<file path="src/sv/bpc_pkg.sv">
// shared types and constants for the button press classifier
`timescale 1ns / 1ps

package bpc_pkg;

  localparam int CNT_W = 8;
  localparam int CFG_IDX_W = 2;

  localparam logic [CNT_W-1:0] DEBOUNCE_RST = 8'd2;
  localparam logic [CNT_W-1:0] LONG_RST     = 8'd100;
  localparam logic [CNT_W-1:0] WINDOW_RST   = 8'd30;

  typedef enum logic [1:0] {
    EV_NONE   = 2'd0,
    EV_SHORT  = 2'd1,
    EV_LONG   = 2'd2,
    EV_DOUBLE = 2'd3
  } event_t;

  typedef enum logic [3:0] {
    PH_IDLE   = 4'b0001,
    PH_ON     = 4'b0010,
    PH_WAIT   = 4'b0100,
    PH_DOUBLE = 4'b1000
  } phase_t;

  typedef enum logic [CFG_IDX_W-1:0] {
    REG_DEBOUNCE = 2'd0,
    REG_LONG     = 2'd1,
    REG_WINDOW   = 2'd2
  } reg_idx_t;

  typedef struct packed {
    logic [CNT_W-1:0] long_press_ticks;
    logic [CNT_W-1:0] double_window_ticks;
  } cls_cfg_t;

endpackage

</file>
<file path="src/sv/bpc_debounce.sv">
// debouncer: stable level and hold counter
`timescale 1ns / 1ps

module bpc_debounce (
  input  logic                      clk,
  input  logic                      rst_n,
  input  logic                      step_en,
  input  logic                      raw_level,
  input  logic [bpc_pkg::CNT_W-1:0] debounce_ticks,
  output logic                      stable_nxt
);

  logic                      stable_r;
  logic [bpc_pkg::CNT_W-1:0] count_r;
  logic [bpc_pkg::CNT_W-1:0] count_nxt;

  always_comb begin
    stable_nxt = stable_r;
    count_nxt  = count_r;
    if (count_r <= debounce_ticks) begin
      count_nxt = count_r + 8'd1;
    end else if (stable_r != raw_level) begin
      stable_nxt = raw_level;
      count_nxt  = '0;
    end
  end

  always_ff @(posedge clk) begin
    if (!rst_n) begin
      stable_r <= 1'b0;
      count_r  <= '0;
    end else if (step_en) begin
      stable_r <= stable_nxt;
      count_r  <= count_nxt;
    end
  end

endmodule

</file>
<file path="src/sv/bpc_classifier.sv">
// press classifier: phase, judge counter and held event
`timescale 1ns / 1ps

module bpc_classifier (
  input  logic              clk,
  input  logic              rst_n,
  input  logic              step_en,
  input  logic              level_on,
  input  bpc_pkg::cls_cfg_t cfg,
  output bpc_pkg::event_t   event_nxt
);

  bpc_pkg::phase_t           phase_r;
  bpc_pkg::phase_t           phase_nxt;
  logic [bpc_pkg::CNT_W-1:0] judge_r;
  logic [bpc_pkg::CNT_W-1:0] judge_nxt;
  logic [bpc_pkg::CNT_W-1:0] judge_inc;
  bpc_pkg::event_t           event_r;

  assign judge_inc = judge_r + 8'd1;

  always_comb begin
    phase_nxt = phase_r;
    judge_nxt = judge_r;
    event_nxt = event_r;
    case (phase_r)
      bpc_pkg::PH_IDLE: begin
        if (level_on) begin
          phase_nxt = bpc_pkg::PH_ON;
        end
        event_nxt = bpc_pkg::EV_NONE;
        judge_nxt = '0;
      end
      bpc_pkg::PH_ON: begin
        if (level_on) begin
          if (judge_r < cfg.long_press_ticks) begin
            judge_nxt = judge_inc;
            if (judge_inc == cfg.long_press_ticks) begin
              event_nxt = bpc_pkg::EV_LONG;
            end
          end else begin
            event_nxt = bpc_pkg::EV_NONE;
          end
        end else if (judge_r >= cfg.long_press_ticks) begin
          phase_nxt = bpc_pkg::PH_IDLE;
          event_nxt = bpc_pkg::EV_NONE;
        end else begin
          phase_nxt = bpc_pkg::PH_WAIT;
          judge_nxt = '0;
        end
      end
      bpc_pkg::PH_WAIT: begin
        if (!level_on) begin
          if (judge_r <= cfg.double_window_ticks) begin
            judge_nxt = judge_inc;
          end else begin
            phase_nxt = bpc_pkg::PH_IDLE;
            event_nxt = bpc_pkg::EV_SHORT;
          end
        end else begin
          phase_nxt = bpc_pkg::PH_DOUBLE;
          event_nxt = bpc_pkg::EV_DOUBLE;
          judge_nxt = '0;
        end
      end
      bpc_pkg::PH_DOUBLE: begin
        event_nxt = bpc_pkg::EV_NONE;
        if (!level_on) begin
          phase_nxt = bpc_pkg::PH_IDLE;
        end
      end
      default: begin
        phase_nxt = bpc_pkg::PH_IDLE;
        judge_nxt = '0;
        event_nxt = bpc_pkg::EV_NONE;
      end
    endcase
  end

  always_ff @(posedge clk) begin
    if (!rst_n) begin
      phase_r <= bpc_pkg::PH_IDLE;
      judge_r <= '0;
      event_r <= bpc_pkg::EV_NONE;
    end else if (step_en) begin
      phase_r <= phase_nxt;
      judge_r <= judge_nxt;
      event_r <= event_nxt;
    end
  end

endmodule

</file>
<file path="src/sv/button_press_classifier.sv">
// button press classifier top level: input register, debouncer, classifier, result register
// an accepted item passes the input register, then the result register, to the output
// one item per cycle unless the output stalls; input and result registers part the sides
// every item runs the debouncer and the classifier in one pass on the previous item's state
// reset (synchronous, rst_n low): state cleared, phase idle, registers back to 2, 100 and 30
`timescale 1ns / 1ps

module button_press_classifier (
  input  logic                              clk,
  input  logic                              rst_n,
  input  logic                              in_tvalid,
  output logic                              in_tready,
  input  logic [7:0]                        in_tdata,   // [0] raw_level
  output logic                              out_tvalid,
  input  logic                              out_tready,
  output logic [7:0]                        out_tdata,  // [1:0] press_event
  input  logic                              cfg_valid,
  output logic                              cfg_ready,
  input  logic [bpc_pkg::CFG_IDX_W-1:0]     cfg_index,
  input  logic [bpc_pkg::CNT_W-1:0]         cfg_data
);

  logic                      s1_valid_r;
  logic                      s1_level_r;
  logic                      out_valid_r;
  bpc_pkg::event_t           out_event_r;
  logic                      out_free;
  logic                      step_en;
  logic                      stable_nxt;
  bpc_pkg::event_t           event_nxt;
  logic [bpc_pkg::CNT_W-1:0] debounce_ticks_r;
  bpc_pkg::cls_cfg_t         cls_cfg_r;

  assign out_free  = !out_valid_r || out_tready;
  assign step_en   = s1_valid_r && out_free;
  assign in_tready = !s1_valid_r || out_free;
  assign cfg_ready = 1'b1;

  assign out_tvalid = out_valid_r;
  assign out_tdata  = {6'd0, out_event_r};

  always_ff @(posedge clk) begin
    if (!rst_n) begin
      debounce_ticks_r              <= bpc_pkg::DEBOUNCE_RST;
      cls_cfg_r.long_press_ticks    <= bpc_pkg::LONG_RST;
      cls_cfg_r.double_window_ticks <= bpc_pkg::WINDOW_RST;
    end else if (cfg_valid) begin
      if (cfg_index == bpc_pkg::REG_DEBOUNCE) begin
        debounce_ticks_r <= cfg_data;
      end else if (cfg_index == bpc_pkg::REG_LONG) begin
        cls_cfg_r.long_press_ticks <= cfg_data;
      end else if (cfg_index == bpc_pkg::REG_WINDOW) begin
        cls_cfg_r.double_window_ticks <= cfg_data;
      end
    end
  end

  always_ff @(posedge clk) begin
    if (!rst_n) begin
      s1_valid_r <= 1'b0;
    end else if (in_tready) begin
      s1_valid_r <= in_tvalid;
    end
  end

  always_ff @(posedge clk) begin
    if (in_tready && in_tvalid) begin
      s1_level_r <= in_tdata[0];
    end
  end

  always_ff @(posedge clk) begin
    if (!rst_n) begin
      out_valid_r <= 1'b0;
    end else if (out_free) begin
      out_valid_r <= s1_valid_r;
    end
  end

  always_ff @(posedge clk) begin
    if (step_en) begin
      out_event_r <= event_nxt;
    end
  end

  bpc_debounce u_debounce (
    .clk            (clk),
    .rst_n          (rst_n),
    .step_en        (step_en),
    .raw_level      (s1_level_r),
    .debounce_ticks (debounce_ticks_r),
    .stable_nxt     (stable_nxt)
  );

  bpc_classifier u_classifier (
    .clk       (clk),
    .rst_n     (rst_n),
    .step_en   (step_en),
    .level_on  (stable_nxt),
    .cfg       (cls_cfg_r),
    .event_nxt (event_nxt)
  );

endmodule

</file>
<file path="config.mk">
export PLATFORM = sky130hd
export DESIGN_NAME = button_press_classifier
export DESIGN_NICKNAME = d
export VERILOG_FILES = /design/src/sv/bpc_pkg.sv /design/src/sv/bpc_debounce.sv /design/src/sv/bpc_classifier.sv /design/src/sv/button_press_classifier.sv
export SDC_FILE = /design/constraint.sdc
export NUM_CORES = 1
export LEC_CHECK = 0
export BUFFER_PORTS_ARGS = -buffer_cell sky130_fd_sc_hd__buf_2
export CAP_MARGIN = 20
export CORE_AREA = 2 2 76 78
export CTS_BUF_LIST = sky130_fd_sc_hd__clkbuf_4
export DETAILED_ROUTE_END_ITERATION = 7
export DIE_AREA = 0 0 78 80
export PLACE_DENSITY = 0.8
export SLEW_MARGIN = 20
export SYNTH_ARGS = -nofsm -noshare
export SYNTH_HDL_FRONTEND = slang
export SYNTH_SLANG_ARGS = --single-unit
</file>
<file path="constraint.sdc">
create_clock -name clk -period 5.4 [get_ports clk]
set_clock_uncertainty 0.1 [all_clocks]
set_input_delay 0.27 -clock clk [delete_from_list [all_inputs] [get_ports clk]]
set_output_delay 0.27 -clock clk [all_outputs]
set_load 0.005 [all_outputs]
</file>
* After elaboration in Yosys (flattened, before gate mapping) *
Index checks and enable logic that the tools add are counted.

cells by class
  add/sub/neg operators = 2
  $mul = 0
  divide/modulo/power cells = 0
  order comparisons = 4
  equal/unequal tests = 15
  shift operators = 0
  mux-type cells = 24
  bitwise gates (word level) = 3
  reductions and logical operators = 14

operators by type and width
  operator             count
  $mux 8               7
  $pmux 8 s3           1
  $mux 4               5
  $add 8x1->8 const B  2
  $le 8x8->1           2
  $pmux 4 s4           1
  $mux 2               6
  $reduce_and 5->1     2
  $eq 8x8->1           1
  $ge 8x8->1           1
  $lt 8x8->1           1
  $ne 3x2->1 const B   2
  $eq 4x1->1 const B   1
  $eq 4x2->1 const B   1
  $eq 4x3->1 const B   1
  $eq 4x4->1 const B   1
  $ne 2x2->1 const B   2
  $pmux 2 s2           1
  $reduce_and 2->1     2
  $reduce_and 4->1     1
  $mux 3               1
  $ne 3x1->1 const B   1
  $ne 3x3->1 const B   1
  $not 1->1            3
  11 further kinds     15

storage, ports and cells
  bits in registers = 52
  latch bits = 0
  RAM bits = 0
  bits in read-only memories = 0
  output and inout port bits = 11
  logic and storage cells = 74
  memories = 0

* Depth between registers and ports, before layout *
Gate-level depths: netlist of run 1.

  word-level depth = 6
  depth in mapped cells = 10
  gate-level depth less buffers = 10

* Hierarchy *
A second synthesis of run 1 with hierarchy kept.

unflattened totals
  cells, all modules = 412
  area total of the unflattened synthesis = 3688.5 um^2

modules (own cells, without submodules)
  module                   times used  cells an instance  area each (um^2)  seq. area each (um^2)
  bpc_classifier           1           193                1579.0            280.3
  button_press_classifier  1           120                1255.0            610.6
  bpc_debounce             1           99                 854.6             180.2

* Worst setup path before layout of run 1 *
Ideal clock, no wire load.

  kind = register to register
  from = register debounce_ticks_r[5] (netlist name)
  to = register u_classifier.judge_r[3] (netlist name)
  arrival time = 2132 ps
  required time = 5213 ps
  path slack = 3081 ps
  stages on the path, launching flop included = 11
  buffers on the path = 0
  cells stage by stage = dfxtp_1 inv_1 ha_1 a211o_1 o211ai_1 nor2b_1 a21boi_0 a211o_1 a31oi_2 o21ai_0 o31ai_1

on the way
  word-level cells in the longest chain between the ends = 4
  elaborated cells between the ends (all ways) = 9

ends and longest elaborated chain
  item                                                      RTL line                       text
  from (decl)                                               button_press_classifier.sv:31  logic [bpc_pkg::CNT_W-1:0] debounce_ticks_r;
  from (signal assigned)                                    button_press_classifier.sv:44  debounce_ticks_r <= bpc_pkg::DEBOUNCE_RST;
  from (signal assigned)                                    button_press_classifier.sv:49  debounce_ticks_r <= cfg_data;
  $le 8x8->1 (*)                                            bpc_debounce.sv:20             if (count_r <= debounce_ticks) begin
  $mux 1 (*)                                                bpc_debounce.sv:20
  $ne 3x1->1 (no line) (tied with other cells)              n/a
  $reduce_and 5->1 (no line) or $pmux 8 s3 (tied branches)  n/a
  to (signal assigned)                                      bpc_classifier.sv:87           judge_r <= judge_nxt;
  to (decl)                                                 bpc_classifier.sv:15           logic [bpc_pkg::CNT_W-1:0] judge_r;

Every way passes the cells marked *; elsewhere a longest branch is shown, timed or not.
A chain may end at the register's enable or synchronous reset.

* Worst setup path after layout of run 1 *
  from = register u_classifier.judge_r[2] (netlist name)
  to = register u_classifier.judge_r[4] (netlist name)

on the way
  word-level cells in the longest chain between the ends = 4
  elaborated cells between the ends (all ways) = 13

ends and longest elaborated chain
  item                              RTL line                                    text
  $add 8x1->8                       bpc_classifier.sv:20                        assign judge_inc = judge_r + 8'd1;
  $mux 8, on equally long branches  bpc_classifier.sv:54, bpc_classifier.sv:36
  $mux 8, on equally long branches  bpc_classifier.sv:53, bpc_classifier.sv:35
  $pmux 8 s3                        bpc_classifier.sv:26                        case (phase_r)

Several ways; a longest one is shown, not always the timed one. The select of a mux whose other input is x is not followed.

==> results.cfg, run 1 <==
[logic_synthesis]
synth_cells = 389
synth_xor_area_frac = 0.0359
synthMuxAreaShare = 0.0284
synth_compound_area_frac = 0.197
synth_edf_count = 3
synth-main-ff-cell = dfxtp_1
ys_ff_latch = 52
synthAdderAreaFrac = 0.103
synth_top_family_by_area = simple AND/OR/NAND/NOR gates
async_flop_share = 0
avgSynthCellArea_um2 = 8.15
yosysWarningCount = 0
synth.distinct_cells = 60
netlist_area_um2 = 3170
synth_simple_gate_area_frac = 0.225
ys_seq_area_frac = 0.338

[grt]
overflow = 0
grt_max_degree = 29
antenna_found_initial = 0
grt_pass1_wl_um = 11900
grtUsageTotal = 0.236
grt_pass1_vias = 2688

[critical_path]
path_class = flip-flop to flip-flop
rrSetupSlack_ns = 2.59
rr_startpoint = u_classifier.judge_r[2]
end_kind = flip-flop
worstRegToRegCells = 9
path_max_fanout = 13
critPathRequiredTime_ns = 5.64
crit-reg2reg-capture = u_classifier.judge_r[4]
start_kind = flip-flop
cp.arrival_ns = 3.05

[floorplanning]
fp.dieH_um = 80
die_w_um = 78
start_util = 0.587
ios = 34
num_rows = 27
die-area_um2 = 6240
core_area_um2 = 5410

[worst_hold_path]
hp-class = primary input to flip-flop
hold_start = cfg_data[7]
hold_path_end = cls_cfg_r[7]
hold_path_depth = 3

[clocking]
h-tree-depth = 2
clockBufferDepth = 2
cts_made_buffers = 5
post-cts-setup-buffers = 0
clk_pin_slew_ns = 0.18
tritoncts = done
clkLatencyLatePin_ns = 0.40
cts-root-buf = clkbuf_4
cts_sinks = 52

[timing]
finalCritPeriodShare = 0.521
max_slew_margin = 0.527
fin_tns_setup_ns = 0
grt_setup_unrepaired = no
setup_viol = 0
slew_violations = 0
max_freq_mhz = 356
fin_ws_ns = 2.59
period_needed_ns = 2.81
hold_viol = 0
worstMarginPinSlew_ns = 0.707

[placed_design]
place_ws_ns = 2.66
gp_congestion = 0.897
dpl.hpwl_um = 5010
io_buffers = 19

[power_and_ir_drop]
comb_power_share = 0.125
ir_worst_vdd_mv = 0.174
power.clock.fraction = 0.283
internal_power_mw = 0.488
switchingPower_mw = 0.201
p_leak_nw = 1.44
power_frac_seq = 0.592
switching_share = 0.291
power_density_nw_per_um2 = 205

[drt]
first_pass_iters = 4
totalWireLength_um = 6880
drt-initial-drc-count = 177
drc = 0
wl_per_cell_um = 14.4
ant_nets = 0
vias = 2749
via_per_inst = 5.74

[finish]
nFillCells = 497
final_nets = 455
drive_gt1_frac = 0.0958
antennaDiodeCount = 0
syn_to_final_growth_pct = 5.88
mostFrequentLayoutCell = nor2_1
final_cell_mix = 50 x nor2_1, 49 x dfxtp_1, 41 x nand2_1, 31 x a21oi_1, 30 x inv_1

[flow_run]
cap_violations = 0

[run_status]
status = complete, no violations
## cells by family after synthesis
group,Yosys count
fa+ha+maj,26
other cells,2
flops,52
compound gates,90
buf+inv,48
simple gates,149
mux,9
xor+xnor,13
## area by class of cell
| type | count | area, µm² | area share |
|---|---|---|---|
| Multi-Input combinational cell | 294 | 1890 | 0.564 |
| Inverter | 31 | 116 | 0.0346 |
| Timing Repair Buffer | 22 | 123 | 0.0365 |
| Sequential cell | 52 | 1070 | 0.319 |
| Tap cell | 72 | 90.1 | 0.0268 |
| Clock inverter | 3 | 26.3 | 0.00782 |
| Clock buffer | 5 | 37.5 | 0.0112 |
## critical path, stage by stage, from the launching register on
cell and delay [ns]:
dfxtp_1 0.62, ha_1 0.33, a21o_1 0.16, a221o_1 0.35
a21o_1 0.24, a21oi_4 0.17, nand3_1 0.15, a21oi_1 0.37
a21oi_1 0.12, o22ai_1 0.15
## layer usage
metal / vias to the layer above / part of all wire / GRT usage
met2: 74 / 0.49 / 0.419
met4: 0 / 0.020 / 0.0842
li1: 1384 / - / -
met1: 1279 / 0.45 / 0.290
met5: - / 0 / 0
met3: 12 / 0.041 / 0.0339
## power groups by stage
| stage | clock network [mW] | logic, mW | registers (mW) |
|---|---|---|---|
| 2_1_floorplan | 0 | 0.0642 | 0.414 |
| 3_3_place_gp | 0 | 0.0804 | 0.416 |
| 3_5_place_dp | 0 | 0.0832 | 0.416 |
| 4_1_cts | 0.201 | 0.0851 | 0.408 |
| 5_1_grt | 0.214 | 0.0976 | 0.410 |
| 6_report | 0.195 | 0.0860 | 0.408 |
## worst max path at each step
stage / start / endpoint
global placement: u_classifier.judge_r[2] / u_classifier.phase_r[2]
finish: u_classifier.judge_r[2] / u_classifier.judge_r[4]
global route: u_classifier.judge_r[2] / u_classifier.judge_r[4]
CTS: u_classifier.judge_r[2] / u_classifier.phase_r[1]
floorplan: debounce_ticks_r[5] / u_classifier.judge_r[3]
detailed placement: u_classifier.judge_r[2] / u_classifier.phase_r[1]
## Yosys cell counts (6+ instances only)
master | number | area share
ha_1 | 26 | 0.10
buf_4 | 8 | 0.019
dfxtp_1 | 49 | 0.31
xor2_1 | 7 | 0.019
nand2_1 | 41 | 0.049
inv_1 | 30 | 0.036
o211ai_1 | 10 | 0.024
o21ai_0 | 12 | 0.019
nor2b_1 | 8 | 0.016
nand3_1 | 14 | 0.022
nand4_1 | 6 | 0.012
a21oi_1 | 31 | 0.049
nor2_1 | 50 | 0.059
mux2i_1 | 9 | 0.028
xnor2_1 | 6 | 0.017
## what timing repair did
action	CTS	global route
hold endpoints to repair	2	0
hold buffers	2	0
resized for setup	0	0
## per-stage QoR
| step | utilization | hold slack, ns | power (mW) | cells | cell area, µm² |
|---|---|---|---|---|---|
| after floorplan | - | 0.269 | 0.478 | 394 | 3190 |
| after detailed placement | 0.606 | 0.346 | 0.499 | 469 | 3270 |
| after CTS | 0.621 | 0.00784 | 0.695 | 479 | 3360 |
| after global placement | 0.606 | 0.344 | 0.496 | 469 | 3270 |
| after global routing | 0.621 | 0.0121 | 0.721 | 479 | 3360 |
| final | 0.621 | 0.0173 | 0.689 | 479 | 3360 |
## sequential cells by signal, summed over array words and instances, names as in the netlist, 2 cells and up
register	count
u_classifier.phase_r	4
out_event_r	2
u_classifier.judge_r	8
u_debounce.count_r	8
u_classifier.event_r	2
cls_cfg_r	16
debounce_ticks_r	8
No activity file was read; power rests on OpenSTA's default activity.
==> inputs of run 2 (changes only) <==
clock period = 2.68 ns   (was 5.4 ns; I/O delays follow)
==> results.cfg, run 2 (same netlist as run 1, synthesis figures left out) <==
[run_status]
status = complete, no violations

[drt]
totalWireLength_um = 7180
wl_per_cell_um = 14.4
first_pass_iters = 4
vias = 2805
ant_nets = 0
drt-initial-drc-count = 185
drc = 0
via_per_inst = 5.61

[critical_path]
rrSetupSlack_ns = 0.10
crit_chain = ha_1, and3_1, a221o_1, a21o_1, a21oi_4, nand3_1, a21oi_2, nand3_1, o211ai_1
crit-reg2reg-capture = u_classifier.judge_r[5]
worstRegToRegCells = 9
cp.arrival_ns = 2.80
start_kind = flip-flop
end_kind = flip-flop
slowest_delay_ns = 0.49
path_class = flip-flop to flip-flop
rr_startpoint = u_classifier.judge_r[1]
slowest_stage = dfxtp_1
critPathMostFrequentCell = nand3_1
critPathRequiredTime_ns = 2.90
path_max_fanout = 7

[power_and_ir_drop]
switching_share = 0.267
power_frac_seq = 0.547
switchingPower_mw = 0.401
comb_power_share = 0.135
power.clock.fraction = 0.319
ir_worst_vdd_mv = 0.264
internal_power_mw = 1.10
p_leak_nw = 1.56
power_density_nw_per_um2 = 415

[clocking]
clk_pin_slew_ns = 0.16
tritoncts = done
cts_sinks = 52
post-cts-setup-buffers = 0
cts_made_buffers = 5
cts-root-buf = clkbuf_4
clkLatencyLatePin_ns = 0.39
clockBufferDepth = 2
h-tree-depth = 2

[worst_hold_path]
hold_start = cfg_index[0]
hold_path_depth = 4
hold_path_end = cls_cfg_r[0]
hp-class = primary input to flip-flop

[finish]
drive_gt1_frac = 0.126
multiInputGateArea_um2 = 1950
antennaDiodeCount = 0
final_cell_mix = 49 x nor2_1, 49 x dfxtp_1, 40 x nand2_1, 30 x a21oi_1, 30 x inv_1
final_nets = 476
nFillCells = 472
largest_reg_flops = 16
ff_latch_area_um2 = 1070
fin_area_um2 = 3620
utilization = 0.670
largest-register = cls_cfg_r
syn_to_final_growth_pct = 14.2

[grt]
grt.busiest_layer = met2
grtUsageTotal = 0.245
antenna_found_initial = 0
grt_pass1_vias = 2698
grt_max_degree = 29
use_met3 = 0.0464
grt_pass1_wl_um = 12100
grt_use_met2 = 0.440
overflow = 0
gr-usage-met1 = 0.294

[timing]
worstMarginPinSlew_ns = 0.703
max_slew_margin = 0.529
setup_viol = 0
hold_ws_ns = 0.0983
max_freq_mhz = 388
hold_viol = 0
period_needed_ns = 2.58
slew_violations = 0
finalCritPeriodShare = 0.961

[placed_design]
placed_area_um2 = 3340
io_buffers = 19
dpl.hpwl_um = 5300
gp_congestion = 0.901

[floorplanning]
core_area_um2 = 5410
die-area_um2 = 6240
ios = 34
fp.dieH_um = 80
die_w_um = 78
num_rows = 27
start_util = 0.587

[flow_run]
cap_violations = 0
[run 2: stage by stage]
stage | instances | TNS, ns | setup WS [ns] | total power, mW
2_1_floorplan | 394 | 0 | 0.361 | 0.963
3_3_place_gp | 478 | 0 | 0.101 | 1.01
3_5_place_dp | 478 | 0 | 0.0359 | 1.01
4_1_cts | 500 | 0 | 0.0291 | 1.50
5_1_grt | 500 | -0.0895 | -0.0289 | 1.57
6_report | 500 | 0 | 0.103 | 1.50
[run 2: what timing repair did]
item | 4_1_cts | 5_1_grt
endpoints found under the hold margin | 29 | 0
hold buffers | 14 | 0
pin swaps | 0 | 3
resized for setup | 1 | 12
setup endpoints to repair | 1 | 13
[run 2: how the worst max path moves through the flow]
stage / from / to / slack (ns)
6_report: u_classifier.judge_r[1] / u_classifier.judge_r[5] / 0.10
5_1_grt: u_classifier.judge_r[1] / u_classifier.judge_r[5] / -0.03
4_1_cts: debounce_ticks_r[5] / u_classifier.judge_r[7] / 0.03
3_5_place_dp: debounce_ticks_r[5] / u_classifier.judge_r[3] / 0.04
3_3_place_gp: debounce_ticks_r[5] / u_classifier.judge_r[3] / 0.10
2_1_floorplan: debounce_ticks_r[5] / u_classifier.judge_r[3] / 0.36
[run 2: per-layer routing]
| metal | share of wire | up-vias |
|---|---|---|
| met5 | 0 | - |
| met4 | 0.023 | 0 |
| met3 | 0.046 | 12 |
| met2 | 0.50 | 57 |
| met1 | 0.44 | 1309 |
| li1 | - | 1427 |
[run 2: area by class of cell]
type | count | area share
Tap cell | 72 | 0.0249
Clock buffer | 6 | 0.0124
Multi-Input combinational cell | 294 | 0.538
Clock inverter | 2 | 0.0107
Inverter | 31 | 0.0321
Timing Repair Buffer | 43 | 0.0857
Sequential cell | 52 | 0.296
[run 2: power groups by stage]
stage	Combinational [mW]	Clock [mW]	Sequential, mW
3_3_place_gp	0.169	0	0.837
5_1_grt	0.226	0.522	0.826
3_5_place_dp	0.175	0	0.838
2_1_floorplan	0.129	0	0.834
4_1_cts	0.193	0.487	0.822
6_report	0.202	0.479	0.822
[run 2: worst max-delay path: cells and delay by family, from the launching register on]
family | cells | cell delay [ns]
AO/OA/AOI/OAI | 5 | 1.15
AND/OR/NAND/NOR | 3 | 0.49
adder cells (fa/ha/maj) | 1 | 0.28
flip-flops | 1 | 0.49
